==> src/gnss_binary_frame_deframer_top_defines.svh <==
// ----------------------------------------------------------------------------
// gnss binary frame deframer assertion macros
// shared concurrent assertion forms for the deframer top level
// ----------------------------------------------------------------------------
`ifndef GNSS_BINARY_FRAME_DEFRAMER_TOP_DEFINES_SVH
`define GNSS_BINARY_FRAME_DEFRAMER_TOP_DEFINES_SVH

// same-cycle implication, disabled during reset
`define GBFD_ASSERT_IMPLIES(label, clk, rst, ante, cons, msg) \
   label: assert property (@(posedge clk) disable iff (rst) (ante) |-> (cons)) \
      else $error(msg);

// next-cycle implication, disabled during reset
`define GBFD_ASSERT_NEXT(label, clk, rst, ante, cons, msg) \
   label: assert property (@(posedge clk) disable iff (rst) (ante) |=> (cons)) \
      else $error(msg);

`endif

==> src/gbfd_pkg.sv <==
// ----------------------------------------------------------------------------
// gbfd_pkg
// types, constants and crc helper for the binary frame deframer
// ----------------------------------------------------------------------------
`default_nettype none

package gbfd_pkg;

   localparam int BYTE_W   = 8;
   localparam int IDX_W    = 14;
   localparam int STATUS_W = 3;
   localparam int TYPE_W   = 16;
   localparam int WEEK_W   = 16;
   localparam int TOW_W    = 32;
   localparam int CRC_W    = 32;

   localparam logic [BYTE_W-1:0] SYNC_A = 8'hAA;
   localparam logic [BYTE_W-1:0] SYNC_B = 8'h44;
   localparam logic [BYTE_W-1:0] SYNC_C = 8'hB5;

   localparam int HDR_BYTES = 24;
   localparam int CRC_BYTES = 4;

   // header byte positions, counted from the first sync byte
   localparam int POS_TYPE_LO  = 4;
   localparam int POS_TYPE_HI  = 5;
   localparam int POS_LEN_LO   = 6;
   localparam int POS_LEN_HI   = 7;
   localparam int POS_HDR_CRC  = 8;
   localparam int POS_TSTAT    = 9;
   localparam int POS_WEEK_LO  = 10;
   localparam int POS_WEEK_HI  = 11;
   localparam int POS_TOW_B0   = 12;
   localparam int POS_TOW_B1   = 13;
   localparam int POS_TOW_B2   = 14;
   localparam int POS_TOW_B3   = 15;
   localparam int POS_AFTER_SYNC = 3;

   localparam logic [CRC_W-1:0] CRC_POLY = 32'hEDB88320;

   localparam logic [BYTE_W-1:0] TIME_STATUS_INVALID = 8'd201;

   localparam logic [TYPE_W-1:0] MSG_B2B_0 = 16'd2302;
   localparam logic [TYPE_W-1:0] MSG_B2B_1 = 16'd2304;
   localparam logic [TYPE_W-1:0] MSG_B2B_2 = 16'd2306;
   localparam logic [TYPE_W-1:0] MSG_B2B_3 = 16'd2308;

   localparam logic KIND_PAYLOAD = 1'b0;
   localparam logic KIND_VERDICT = 1'b1;

   localparam logic [STATUS_W-1:0] STATUS_B2B_OK     = 3'd0;
   localparam logic [STATUS_W-1:0] STATUS_OTHER_TYPE = 3'd1;
   localparam logic [STATUS_W-1:0] STATUS_BAD_TIME   = 3'd2;
   localparam logic [STATUS_W-1:0] STATUS_CRC_ERROR  = 3'd3;
   localparam logic [STATUS_W-1:0] STATUS_LEN_ERROR  = 3'd4;

   typedef struct packed {
      logic                item_kind;
      logic [BYTE_W-1:0]   payload_byte;
      logic [IDX_W-1:0]    payload_index;
      logic [STATUS_W-1:0] frame_status;
      logic [TYPE_W-1:0]   message_type;
      logic [WEEK_W-1:0]   gps_week;
      logic [TOW_W-1:0]    week_time_ms;
      logic [IDX_W-1:0]    payload_length;
   } gbfd_result_type;

   // reflected crc-32, one byte, lsb first
   function automatic logic [CRC_W-1:0] crc_byte(input logic [CRC_W-1:0] crc,
                                                 input logic [BYTE_W-1:0] data);
      logic [CRC_W-1:0] c;
      c = crc ^ {{(CRC_W-BYTE_W){1'b0}}, data};
      for (int k = 0; k < BYTE_W; k++) begin
         if (c[0]) begin
            c = (c >> 1) ^ CRC_POLY;
         end else begin
            c = c >> 1;
         end
      end
      return c;
   endfunction

   // crc after the three sync bytes
   localparam logic [CRC_W-1:0] CRC_AFTER_SYNC =
      crc_byte(crc_byte(crc_byte('0, SYNC_A), SYNC_B), SYNC_C);

endpackage

`default_nettype wire

==> src/gbfd_if.sv <==
// ----------------------------------------------------------------------------
// gbfd channel interfaces
// valid/ready channels for received bytes and deframer results
// ----------------------------------------------------------------------------
`default_nettype none

interface gbfd_req_if;
   import gbfd_pkg::*;

   logic              valid;
   logic              ready;
   logic [BYTE_W-1:0] rx_byte;

   modport source (output valid, output rx_byte, input ready);
   modport sink   (input valid, input rx_byte, output ready);
endinterface

interface gbfd_rsp_if;
   import gbfd_pkg::*;

   logic                valid;
   logic                ready;
   logic                item_kind;
   logic [BYTE_W-1:0]   payload_byte;
   logic [IDX_W-1:0]    payload_index;
   logic [STATUS_W-1:0] frame_status;
   logic [TYPE_W-1:0]   message_type;
   logic [WEEK_W-1:0]   gps_week;
   logic [TOW_W-1:0]    week_time_ms;
   logic [IDX_W-1:0]    payload_length;

   modport source (output valid, output item_kind, output payload_byte,
                   output payload_index, output frame_status, output message_type,
                   output gps_week, output week_time_ms, output payload_length,
                   input ready);
   modport sink   (input valid, input item_kind, input payload_byte,
                   input payload_index, input frame_status, input message_type,
                   input gps_week, input week_time_ms, input payload_length,
                   output ready);
endinterface

`default_nettype wire

==> src/gbfd_parser.sv <==
// ----------------------------------------------------------------------------
// gbfd_parser
// sync hunt, header capture, crc update and result forming, one byte a cycle while byte_accept is high
// ----------------------------------------------------------------------------
`default_nettype none

module gbfd_parser #(
   parameter int MAX_FRAME_BYTES = 16384
) (
   input  wire logic                      clock,
   input  wire logic                      reset,
   input  wire logic                      byte_accept,
   input  wire logic [gbfd_pkg::BYTE_W-1:0] rx_byte,
   output logic                           result_valid,
   output gbfd_pkg::gbfd_result_type      result
);
   import gbfd_pkg::*;

   localparam int CNT_W = $clog2(MAX_FRAME_BYTES + 1);
   localparam int LEN_W = 2 * BYTE_W + 1;
   localparam logic [LEN_W-1:0] LEN_LIMIT = LEN_W'(MAX_FRAME_BYTES - CRC_BYTES);

   logic [BYTE_W-1:0] win1_ff, win1_in, win2_ff, win2_in;
   logic [CNT_W-1:0]  cnt_ff, cnt_in;
   logic [CNT_W-1:0]  flen_ff, flen_in;
   logic [BYTE_W-1:0] len_lo_ff, len_lo_in;
   logic [CRC_W-1:0]  crc_ff, crc_in;
   logic [CRC_W-1:0]  rcrc_ff, rcrc_in;
   logic [TYPE_W-1:0] type_ff, type_in;
   logic [BYTE_W-1:0] tstat_ff, tstat_in;
   logic [WEEK_W-1:0] week_ff, week_in;
   logic [TOW_W-1:0]  tow_ff, tow_in;

   logic [LEN_W-1:0]  full_len;
   logic [CNT_W-1:0]  rel_pos;
   logic [CNT_W-1:0]  plen;
   logic              len_bad;
   logic              frame_done;

   assign full_len   = {1'b0, rx_byte, len_lo_ff} + LEN_W'(HDR_BYTES);
   assign len_bad    = full_len > LEN_LIMIT;
   assign rel_pos    = cnt_ff - CNT_W'(HDR_BYTES);
   assign plen       = flen_ff - CNT_W'(HDR_BYTES);
   assign frame_done = ({1'b0, cnt_ff} + (CNT_W+1)'(1)) >=
                       ({1'b0, flen_ff} + (CNT_W+1)'(CRC_BYTES));

   always_comb begin
      win1_in      = win1_ff;
      win2_in      = win2_ff;
      cnt_in       = cnt_ff;
      flen_in      = flen_ff;
      len_lo_in    = len_lo_ff;
      crc_in       = crc_ff;
      rcrc_in      = rcrc_ff;
      type_in      = type_ff;
      tstat_in     = tstat_ff;
      week_in      = week_ff;
      tow_in       = tow_ff;
      result_valid = 1'b0;
      result       = '0;

      if (cnt_ff == '0) begin
         // hunting: shift window, look for the sync pattern
         win1_in = win2_ff;
         win2_in = rx_byte;
         if (win1_ff == SYNC_A && win2_ff == SYNC_B && rx_byte == SYNC_C) begin
            cnt_in  = CNT_W'(POS_AFTER_SYNC);
            crc_in  = CRC_AFTER_SYNC;
            rcrc_in = '0;
            flen_in = '0;
         end
      end else begin
         cnt_in = cnt_ff + CNT_W'(1);
         if (cnt_ff < CNT_W'(POS_HDR_CRC) || cnt_ff < flen_ff) begin
            crc_in = crc_byte(crc_ff, rx_byte);
         end

         case (cnt_ff)
            CNT_W'(POS_TYPE_LO): type_in  = {{(TYPE_W-BYTE_W){1'b0}}, rx_byte};
            CNT_W'(POS_TYPE_HI): type_in  = {rx_byte, type_ff[BYTE_W-1:0]};
            CNT_W'(POS_LEN_LO):  len_lo_in = rx_byte;
            CNT_W'(POS_TSTAT):   tstat_in = rx_byte;
            CNT_W'(POS_WEEK_LO): week_in  = {{(WEEK_W-BYTE_W){1'b0}}, rx_byte};
            CNT_W'(POS_WEEK_HI): week_in  = {rx_byte, week_ff[BYTE_W-1:0]};
            CNT_W'(POS_TOW_B0):  tow_in   = {{(TOW_W-BYTE_W){1'b0}}, rx_byte};
            CNT_W'(POS_TOW_B1):  tow_in   = {tow_ff[31:16], rx_byte, tow_ff[7:0]};
            CNT_W'(POS_TOW_B2):  tow_in   = {tow_ff[31:24], rx_byte, tow_ff[15:0]};
            CNT_W'(POS_TOW_B3):  tow_in   = {rx_byte, tow_ff[23:0]};
            default: ;
         endcase

         if (cnt_ff == CNT_W'(POS_LEN_HI)) begin
            if (len_bad) begin
               // frame cannot fit: report and go back to hunting
               cnt_in                = '0;
               flen_in               = '0;
               result_valid          = 1'b1;
               result.item_kind      = KIND_VERDICT;
               result.frame_status   = STATUS_LEN_ERROR;
               result.message_type   = type_ff;
            end else begin
               flen_in = full_len[CNT_W-1:0];
            end
         end else if (cnt_ff >= CNT_W'(POS_HDR_CRC)) begin
            if (cnt_ff < flen_ff) begin
               if (cnt_ff >= CNT_W'(HDR_BYTES)) begin
                  result_valid          = 1'b1;
                  result.item_kind      = KIND_PAYLOAD;
                  result.payload_byte   = rx_byte;
                  result.payload_index  = IDX_W'(rel_pos);
                  result.frame_status   = STATUS_B2B_OK;
                  result.message_type   = type_ff;
                  result.gps_week       = week_ff;
                  result.week_time_ms   = tow_ff;
                  result.payload_length = IDX_W'(plen);
               end
            end else begin
               // trailing crc bytes, little endian
               rcrc_in = {rx_byte, rcrc_ff[CRC_W-1:BYTE_W]};
               if (frame_done) begin
                  cnt_in                = '0;
                  result_valid          = 1'b1;
                  result.item_kind      = KIND_VERDICT;
                  result.message_type   = type_ff;
                  result.gps_week       = week_ff;
                  result.week_time_ms   = tow_ff;
                  result.payload_length = IDX_W'(plen);
                  if (crc_ff != rcrc_in) begin
                     result.frame_status = STATUS_CRC_ERROR;
                  end else if (tstat_ff == TIME_STATUS_INVALID || week_ff == '0) begin
                     result.frame_status = STATUS_BAD_TIME;
                  end else if (type_ff inside {MSG_B2B_0, MSG_B2B_1,
                                               MSG_B2B_2, MSG_B2B_3}) begin
                     result.frame_status = STATUS_B2B_OK;
                  end else begin
                     result.frame_status = STATUS_OTHER_TYPE;
                  end
               end
            end
         end
      end

      if (!byte_accept) begin
         result_valid = 1'b0;
      end
   end

   always_ff @(posedge clock) begin
      if (reset) begin
         win1_ff <= '0;
         win2_ff <= '0;
         cnt_ff  <= '0;
         flen_ff <= '0;
      end else if (byte_accept) begin
         win1_ff <= win1_in;
         win2_ff <= win2_in;
         cnt_ff  <= cnt_in;
         flen_ff <= flen_in;
      end
   end

   always_ff @(posedge clock) begin
      if (byte_accept) begin
         len_lo_ff <= len_lo_in;
         crc_ff    <= crc_in;
         rcrc_ff   <= rcrc_in;
         type_ff   <= type_in;
         tstat_ff  <= tstat_in;
         week_ff   <= week_in;
         tow_ff    <= tow_in;
      end
   end

endmodule

`default_nettype wire

==> src/gbfd_out_buf.sv <==
// ----------------------------------------------------------------------------
// gbfd_out_buf
// result register with a skid stage so the byte side keeps flowing
// ----------------------------------------------------------------------------
`default_nettype none

module gbfd_out_buf (
   input  wire logic                      clock,
   input  wire logic                      reset,
   input  wire logic                      push,
   input  wire gbfd_pkg::gbfd_result_type push_data,
   output logic                           space,
   output logic                           out_valid,
   input  wire logic                      out_ready,
   output gbfd_pkg::gbfd_result_type      out_data
);
   import gbfd_pkg::*;

   logic            main_valid_ff, main_valid_in;
   logic            skid_valid_ff, skid_valid_in;
   gbfd_result_type main_ff, main_in;
   gbfd_result_type skid_ff, skid_in;
   logic            pop;

   assign pop       = main_valid_ff && out_ready;
   assign space     = !skid_valid_ff;
   assign out_valid = main_valid_ff;
   assign out_data  = main_ff;

   always_comb begin
      main_valid_in = main_valid_ff;
      skid_valid_in = skid_valid_ff;
      main_in       = main_ff;
      skid_in       = skid_ff;
      if (!main_valid_ff || pop) begin
         if (skid_valid_ff) begin
            main_in       = skid_ff;
            main_valid_in = 1'b1;
            skid_valid_in = 1'b0;
         end else begin
            main_in       = push_data;
            main_valid_in = push;
         end
      end else if (push) begin
         skid_in       = push_data;
         skid_valid_in = 1'b1;
      end
   end

   always_ff @(posedge clock) begin
      if (reset) begin
         main_valid_ff <= 1'b0;
         skid_valid_ff <= 1'b0;
      end else begin
         main_valid_ff <= main_valid_in;
         skid_valid_ff <= skid_valid_in;
      end
   end

   always_ff @(posedge clock) begin
      main_ff <= main_in;
      skid_ff <= skid_in;
   end

endmodule

`default_nettype wire

==> src/gnss_binary_frame_deframer_top.sv <==
// ----------------------------------------------------------------------------
// gnss_binary_frame_deframer_top
// byte-serial deframer for sync AA 44 B5 binary frames with crc-32 check
// ----------------------------------------------------------------------------
// usage
//   req_if carries one received byte per transfer (rx_byte)
//   rsp_if carries payload byte items and one verdict item per frame
//   a byte is taken in every cycle while req_if.ready is high; the sync hunt,
//   header capture and byte-wide crc update all finish in the cycle of the
//   transfer, so the rate is one byte per clock
//   a payload or verdict item passes through the output register, or the skid
//   stage when stalled, to rsp_if; other sync, header and crc bytes give no item
//   a length whose frame overruns MAX_FRAME_BYTES gives a length-error
//   verdict right after header byte 7 and the hunt restarts
//   when the receiver stalls, one result sits in the output register and a
//   second one in the skid stage; only with both full does req_if.ready drop
//   synchronous reset returns to hunting with an empty sync window and drops
//   any result still held; no clearing pass is needed
// ----------------------------------------------------------------------------
`default_nettype none

`include "gnss_binary_frame_deframer_top_defines.svh"

module gnss_binary_frame_deframer_top #(
   parameter int MAX_FRAME_BYTES = 16384
) (
   input wire logic   clock,
   input wire logic   reset,
   gbfd_req_if.sink   req_if,
   gbfd_rsp_if.source rsp_if
);
   import gbfd_pkg::*;

   // byte transfer and the result it produces
   logic            byte_accept;
   logic            result_valid;
   gbfd_result_type result;

   // output side
   logic            buf_space;
   gbfd_result_type out_data;

   assign req_if.ready = buf_space;
   assign byte_accept  = req_if.valid && buf_space;

   // framing state machine and crc, one byte per transfer
   gbfd_parser #(
      .MAX_FRAME_BYTES(MAX_FRAME_BYTES)
   ) u_parser (
      .clock       (clock),
      .reset       (reset),
      .byte_accept (byte_accept),
      .rx_byte     (req_if.rx_byte),
      .result_valid(result_valid),
      .result      (result)
   );

   // result register plus skid stage
   gbfd_out_buf u_out_buf (
      .clock    (clock),
      .reset    (reset),
      .push     (result_valid),
      .push_data(result),
      .space    (buf_space),
      .out_valid(rsp_if.valid),
      .out_ready(rsp_if.ready),
      .out_data (out_data)
   );

   assign rsp_if.item_kind      = out_data.item_kind;
   assign rsp_if.payload_byte   = out_data.payload_byte;
   assign rsp_if.payload_index  = out_data.payload_index;
   assign rsp_if.frame_status   = out_data.frame_status;
   assign rsp_if.message_type   = out_data.message_type;
   assign rsp_if.gps_week       = out_data.gps_week;
   assign rsp_if.week_time_ms   = out_data.week_time_ms;
   assign rsp_if.payload_length = out_data.payload_length;

   // a blocked input side means both result slots are full
   `GBFD_ASSERT_IMPLIES(a_stall_has_result, clock, reset, !req_if.ready, rsp_if.valid, "input stalled with no result pending")

   // backpressure only after a stalled result plus a new one
   `GBFD_ASSERT_NEXT(a_full_after_stall, clock, reset, rsp_if.valid && !rsp_if.ready && result_valid && req_if.ready, !req_if.ready, "skid stage not filled")

   // length error verdicts carry no time or length
   `GBFD_ASSERT_IMPLIES(a_len_err_fields, clock, reset, rsp_if.valid && rsp_if.item_kind == KIND_VERDICT && rsp_if.frame_status == STATUS_LEN_ERROR, rsp_if.gps_week == '0 && rsp_if.week_time_ms == '0 && rsp_if.payload_length == '0, "length error verdict with header data")

   // payload items never carry a verdict code
   `GBFD_ASSERT_IMPLIES(a_payload_status, clock, reset, rsp_if.valid && rsp_if.item_kind == KIND_PAYLOAD, rsp_if.frame_status == STATUS_B2B_OK && rsp_if.payload_index < rsp_if.payload_length, "payload item fields out of range")

endmodule

`default_nettype wire

==> src/flat_wrapper.sv <==
// flat-port wrapper written by rule: the top's interface ports become plain ports
module gnss_binary_frame_deframer_top_flat import gbfd_pkg::*;
#(
   parameter int MAX_FRAME_BYTES = 16384
)
  (clock, reset, req_if_valid, req_if_rx_byte, req_if_ready, rsp_if_valid, rsp_if_item_kind, rsp_if_payload_byte, rsp_if_payload_index, rsp_if_frame_status, rsp_if_message_type, rsp_if_gps_week, rsp_if_week_time_ms, rsp_if_payload_length, rsp_if_ready);
  gbfd_req_if req_if_i ();
  gbfd_rsp_if rsp_if_i ();
  input wire logic clock;
  input wire logic reset;
  input wire logic [$bits(req_if_i.valid)-1:0] req_if_valid;
  input wire logic [$bits(req_if_i.rx_byte)-1:0] req_if_rx_byte;
  output wire logic [$bits(req_if_i.ready)-1:0] req_if_ready;
  output wire logic [$bits(rsp_if_i.valid)-1:0] rsp_if_valid;
  output wire logic [$bits(rsp_if_i.item_kind)-1:0] rsp_if_item_kind;
  output wire logic [$bits(rsp_if_i.payload_byte)-1:0] rsp_if_payload_byte;
  output wire logic [$bits(rsp_if_i.payload_index)-1:0] rsp_if_payload_index;
  output wire logic [$bits(rsp_if_i.frame_status)-1:0] rsp_if_frame_status;
  output wire logic [$bits(rsp_if_i.message_type)-1:0] rsp_if_message_type;
  output wire logic [$bits(rsp_if_i.gps_week)-1:0] rsp_if_gps_week;
  output wire logic [$bits(rsp_if_i.week_time_ms)-1:0] rsp_if_week_time_ms;
  output wire logic [$bits(rsp_if_i.payload_length)-1:0] rsp_if_payload_length;
  input wire logic [$bits(rsp_if_i.ready)-1:0] rsp_if_ready;
  assign req_if_i.valid = req_if_valid;
  assign req_if_i.rx_byte = req_if_rx_byte;
  assign req_if_ready = req_if_i.ready;
  assign rsp_if_valid = rsp_if_i.valid;
  assign rsp_if_item_kind = rsp_if_i.item_kind;
  assign rsp_if_payload_byte = rsp_if_i.payload_byte;
  assign rsp_if_payload_index = rsp_if_i.payload_index;
  assign rsp_if_frame_status = rsp_if_i.frame_status;
  assign rsp_if_message_type = rsp_if_i.message_type;
  assign rsp_if_gps_week = rsp_if_i.gps_week;
  assign rsp_if_week_time_ms = rsp_if_i.week_time_ms;
  assign rsp_if_payload_length = rsp_if_i.payload_length;
  assign rsp_if_i.ready = rsp_if_ready;
  gnss_binary_frame_deframer_top #(.MAX_FRAME_BYTES(MAX_FRAME_BYTES)) u_core (.clock(clock), .reset(reset), .req_if(req_if_i), .rsp_if(rsp_if_i));
endmodule
==> config.mk <==
export PLATFORM = sky130hd
export DESIGN_NAME = gnss_binary_frame_deframer_top_flat
export DESIGN_NICKNAME = d
export VERILOG_FILES = /design/src/gbfd_pkg.sv /design/src/gbfd_if.sv /design/src/gbfd_parser.sv /design/src/gbfd_out_buf.sv /design/src/gnss_binary_frame_deframer_top.sv /design/src/flat_wrapper.sv
export VERILOG_INCLUDE_DIRS = /design/src /design/src/src
export SDC_FILE = /design/constraint.sdc
export NUM_CORES = 1
export LEC_CHECK = 0
export BUFFER_PORTS_ARGS = -buffer_cell sky130_fd_sc_hd__buf_2
export CAP_MARGIN = 40
export CORE_MARGIN = 2
export CORE_UTILIZATION = 65
export DETAILED_ROUTE_END_ITERATION = 12
export PLACE_DENSITY = 0.85
export SYNTH_ARGS = -nofsm -noshare
export SYNTH_HDL_FRONTEND = slang
export SYNTH_HIERARCHICAL = 1
export SYNTH_SLANG_ARGS = --single-unit
==> constraint.sdc <==
create_clock -name clock -period 15.3 [get_ports clock]
set_input_delay 3.06 -clock clock [delete_from_list [all_inputs] [get_ports clock]]
set_output_delay 3.06 -clock clock [all_outputs]
set_load 0.01 [all_outputs]
## After elaboration in Yosys (flattened, before gate mapping)

Cells that the tools add are included.

- Add/sub/neg operators: 6
- Magnitude comparators: 6
- Equal/unequal tests: 23
- Muxes and demuxes: 69
- Bitwise logic cells: 16
- Reduce and logical (&&, ||, !) cells: 37

Operators with widths:

| operator | number |
|---|---|
| $mux 32 | 30 |
| $mux 104 | 3 |
| $mux 15 | 11 |
| $mux 81 | 2 |
| $pmux 32 s4 | 1 |
| $not 13->14 | 8 |
| $eq 15x4->1 const B | 7 |
| $mux 103 | 1 |
| $eq 16x12->1 const B | 4 |
| $pmux 16 s2 | 2 |
| $mux 62 | 1 |
| $eq 15x3->1 const B | 4 |
| $mux 22 | 2 |
| $mux 19 | 2 |
| $ne 32x32->1 | 1 |
| $xor 32x8->32 | 1 |
| $sub 14x5->14 const B | 2 |
| $eq 8x8->1 const B | 3 |
| $reduce_and 5->1 | 4 |
| $reduce_and 3->1 | 6 |
| $add 16x5->17 const B | 1 |
| $gt 17x14->1 const B | 1 |
| $add 15x1->16 const B | 1 |
| $add 15x3->16 const B | 1 |
| other kinds (23) | 58 |

- Register bits: 400
- Input port bits: 12
- Word-level logic and storage cells: 191

## Longest topological paths before layout

- Depth in word-level cells: 33
- Depth in mapped cells: 17

## Cells and area by module

Netlist, hierarchy kept.

By module, submodules not included:

| module | instances | cells an instance | area an instance (µm²) | seq. area each (µm²) |
|---|---|---|---|---|
| gbfd_parser | 1 | 1083 | 10739.0 | 5004.8 |
| gbfd_out_buf | 1 | 333 | 7728.7 | 6286.0 |
| gnss_binary_frame_deframer_top | 1 | 1 | 6.3 | 0.0 |

## Worst setup path before layout

Ideal clock, no wire load.

- Path type: input to register
- From: in rsp_if_ready
- To: reg u_core/u_out_buf/skid_ff[0] (netlist bit) (enable)
- Setup time: 1019 ps
- Arrival time: 9797 ps
- Required time: 14281 ps
- Path slack: 4485 ps
- Stages on the path: 2
- Cells stage by stage: nand2b_1 -> nor2_1

- Longest elaborated chain between the ends: 4

Ends and longest elaborated chain:

| element | RTL line | source |
|---|---|---|
| start, declared | flat_wrapper.sv:23 | `input wire logic [$bits(rsp_if_i.ready)-1:0] rsp_if_ready;` |
| $logic_and 1x1->1 | gbfd_out_buf.sv:25 | `assign pop = main_valid_ff && out_ready;` |
| $logic_or 1x1->1 | gbfd_out_buf.sv:35 | `if (!main_valid_ff \|\| pop) begin` |
| $not 1->1 (no source line) | -- |  |
| $reduce_and 2->1 (no source line) | -- |  |
| end signal, assigned | gbfd_out_buf.sv:62 | `skid_ff <= skid_in;` |
| end, declared | gbfd_out_buf.sv:22 | `gbfd_result_type skid_ff, skid_in;` |

No other way between the ends.
A chain may end at the register's enable or synchronous reset.

## Worst setup path after layout

- From: in req_if_rx_byte[0]
- To: reg u_core/u_out_buf/skid_ff[50] (netlist bit) (enable)

- Longest elaborated chain between the ends: 7

Ends and longest elaborated chain:

| element | RTL line | source |
|---|---|---|
| start, declared | flat_wrapper.sv:12 | `input wire logic [$bits(req_if_i.rx_byte)-1:0] req_if_rx_byte;` |
| $add 16x5->17 | gbfd_parser.sv:40 | `assign full_len = {1'b0, rx_byte, len_lo_ff} + LEN_W'(HDR_BYTES);` |
| $gt 17x14->1 | gbfd_parser.sv:41 | `assign len_bad = full_len > LEN_LIMIT;` |
| $mux 1 | gbfd_parser.sv:93 | `if (len_bad) begin` |
| $mux 1 | gbfd_parser.sv:92 | `if (cnt_ff == CNT_W'(POS_LEN_HI)) begin` |
| $mux 1 | gbfd_parser.sv:62 | `if (cnt_ff == '0) begin` |
| $mux 1 | gbfd_parser.sv:143 | `if (!byte_accept) begin` |
| via u_core.result_valid | gnss_binary_frame_deframer_top.sv:36 | `logic result_valid;` |
| $reduce_and 2->1 (no source line) | -- |  |

The timed path passes the listed nets, and every way through them passes these cells.

==> metrics.md <==
| Metric | Value |
|---|---|
| Post_cts resized | `0` |
| Crit path capture | `u_core/u_out_buf/skid_ff[50]` |
| Die X | `173 µm` |
| Initial antenna violation count | `0` |
| HP Start | `u_core/u_parser/win1_ff[3]` |
| R2r worst-path depth | `17` |
| Startpoint Class | `input port` |
| CP max stage delay | `640 ps` |
| Max_cap viols | `0` |
| Synth area leader | `edfxtp_1` |
| Worst VDD drop | `85.0 µV` |
| Synth top area cells | `edfxtp_1 (56%), xnor2_1 (5.8%), dfxtp_1 (5.2%)` |
| Reg2Reg Launch Point | `u_core/u_parser/cnt_ff[3]` |
| Final setup TNS | `0 ps` |
| Worst Path Arrival | `6740 ps` |
| Num ports | `118` |
| CTS tree | `yes` |
| Post-synth top area share | `55.9%` |
| Critical path endpoint category | `flop` |
| Vias per inst | `6.19` |
| Hold buffer count at cts | `0` |
| Cell Rows | `61` |
| Setup Skew | `12.6 ps` |
| Die Y | `173 µm` |
| Finished Cell Area | `20500 µm²` |
| RSZ-0062 raised after global routing | `false` |
| Leakage | `7.95 nW` |
| Max Fanout on Critical Path | `56` |
| Placed cell area | `19300 µm²` |
| Syn Area/Cell | `13.0 µm²` |
| Async SR Flop Fraction | `0%` |
| Vias in the first global route | `11700` |
| Total number of vias | `11800` |
| Clk sinks | `392` |
| Final hold violation count | `0` |
| Final setup violation count | `0` |
| 1st-pass router iterations | `6` |
| Highest-count cells in the layout ignoring fill and taps | `edfxtp_1 (344), nor2_1 (124), xnor2_1 (122)` |
| Clk_lat worst skew | `530 ps` |
| CTS Buf Count | `39` |
| H-tree depth | `2` |
| Iter 0 DRT Violations | `1366` |
| Fin nets | `1552` |
| Gpl congestion | `0.904` |
| Least-Margin Pin Slew | `1000 ps` |
| Gr ovfl total | `0` |
| First-pass GRT wire length | `64900 µm` |
| Crit path kind | `in -> reg` |
| Tot Pwr | `2.26 mW` |
| Reg2Reg Capture Point | `u_core/u_out_buf/skid_ff[50]` |
| CTS Root Cell | `clkbuf_16` |
| Outcome | `finished clean` |
| HPWL Detailed | `27000 µm` |
| #FFs+latches synth | `392` |
| Core Area | `27900 µm²` |
| Initial Util | `66.3%` |
| Diodes inserted | `0` |
| Clk slew on worst S/H paths | `60 ps` |
| Distinct cells, synth | `63` |
| Layout cells sized above 1 | `20.3%` |
| Tcrit/Tclk final | `42.7%` |
| Post-Syn Instances | `1417` |
| Final period demand of the worst path | `6530 ps` |
| Post-layout util | `73.5%` |
| Slew headroom | `33.2%` |
| Drt wl/cell | `21.6 µm` |
| DRT antenna net count | `0` |
| Syn. warnings | `6` |
| Drc violations | `0` |
| Mapped cell area | `18500 µm²` |
| Setup bufs post-CTS | `0` |
| Prevailing post-synth register cell | `edfxtp_1` |
| Pins over their slew limit | `0` |
| Critical Path RT | `15510 ps` |
| Syn-to-layout area delta | `10.8%` |
| I/O Buffers | `117` |
| Largest net degree at the start of global routing | `102` |
| R2r setup slk | `9260 ps` |
| Cell Chain, Critical Path | `buf_2, nand4_1, nor4_1, mux2_2, a311oi_1, or2_2, a31oi_1, inv_1, nor2_4, buf_4, buf_16` |
| Final wirelength | `41200 µm` |
| Number of flops mapped to enable cells by yosys | `344` |
| CTS Buffer Depth | `3` |
| Syn nets | `1471` |
| Critical path startpoint | `req_if_rx_byte[0]` |
| Hold WC Path Type | `reg -> reg` |
| Pwr Density | `110 nW/µm²` |
| Die Footprint | `29800 µm²` |
| Commonest non-fill, non-tap cell in the layout | `edfxtp_1` |
| Register area share after synthesis | `61.1%` |
| Slowest-stage cell, CP | `or2_2` |
| Hold Slack | `495 ps` |
| Fmax | `153 MHz` |
| GRT Resource Usage Total | `27.5%` |
logic make-up after synthesis:
logic type	count (synthesis)	share of synthesized area, %
buffers and inverters	156	3.68
adder cells (fa/ha/maj)	42	2.84
XOR/XNOR	155	7.35
AND/OR/NAND/NOR	375	10.2
flip-flops	392	61.1
multiplexers	129	8.47
AO/OA/AOI/OAI	168	6.35
cells in the mapped netlist (all sizes together) (28+ instances only):
| cell type | number |
|---|---|
| buf | 35 |
| nor2 | 125 |
| nand4 | 33 |
| a21oi | 38 |
| inv | 56 |
| nand2 | 62 |
| a21boi | 50 |
| xnor2 | 122 |
| mux2 | 105 |
| dfxtp | 48 |
| and2 | 28 |
| ha | 42 |
| clkbuf | 60 |
| nor3 | 29 |
| xor2 | 33 |
| edfxtp | 344 |
critical path: cells and delay by family:
kind / cells / cell delay, ps
AO/OA/AOI/OAI: 2 / 450
AND/OR/NAND/NOR: 4 / 1740
multiplexers: 1 / 210
buffers and inverters: 4 / 1210
where the power goes:
part,internal (mW),switching (mW)
registers,1.17,0.0120
clock network,0.507,0.388
logic,0.0703,0.111
total,1.75,0.511
routing by layer:
metal / global-route usage, % / up-vias / part of all wire [%]
li1: - / 5329 / -
met1: 38.2 / 5848 / 41
met2: 46.0 / 534 / 49
met3: 3.74 / 90 / 7.3
met4: 7.73 / 0 / 2.7
met5: 0 / - / 0
cell type report:
cell class	instances	area, µm²
multi-input combinational	869	6540
fill	1765	7390
timing repair buffer	135	749
inverter	61	229
sequential	392	11300
clock buffer	56	1070
clock inverter	16	116
tap	378	473
how the worst min path moves through the flow:
| stage | endpoint | slack (ps) | depth (start not counted) |
|---|---|---|---|
| after floorplan | u_core/u_parser/win1_ff[5] | 460 | 2 |
| after global placement | u_core/u_parser/win1_ff[0] | 470 | 2 |
| after detailed placement | u_core/u_parser/win1_ff[1] | 490 | 2 |
| after CTS | u_core/u_parser/win1_ff[1] | 500 | 2 |
| after global routing | u_core/u_parser/win1_ff[1] | 530 | 2 |
| final | u_core/u_parser/win1_ff[3] | 490 | 2 |
flip-flops by register name (all words and copies together), names as in the netlist, 8 cells and up:
register and count:
u_core/u_parser/crc_ff 32, u_core/u_parser/cnt_ff 15, u_core/u_parser/tow_ff 32, u_core/u_parser/len_lo_ff 8
u_core/u_parser/type_ff 16, u_core/u_parser/rcrc_ff 24, u_core/u_parser/win1_ff 8, u_core/u_parser/win2_ff 8
u_core/u_out_buf/skid_ff 104, u_core/u_out_buf/out_data 104, u_core/u_parser/week_ff 16, u_core/u_parser/flen_ff 15
u_core/u_parser/tstat_ff 8
through the flow:
stage	setup WS, ps	cells
global route	8500	1907
global placement	8350	1829
finish	8770	1907
floorplan	4480	1417
CTS	8890	1907
detailed placement	8360	1835
Note: power is estimated with default switching activity, not from simulation.
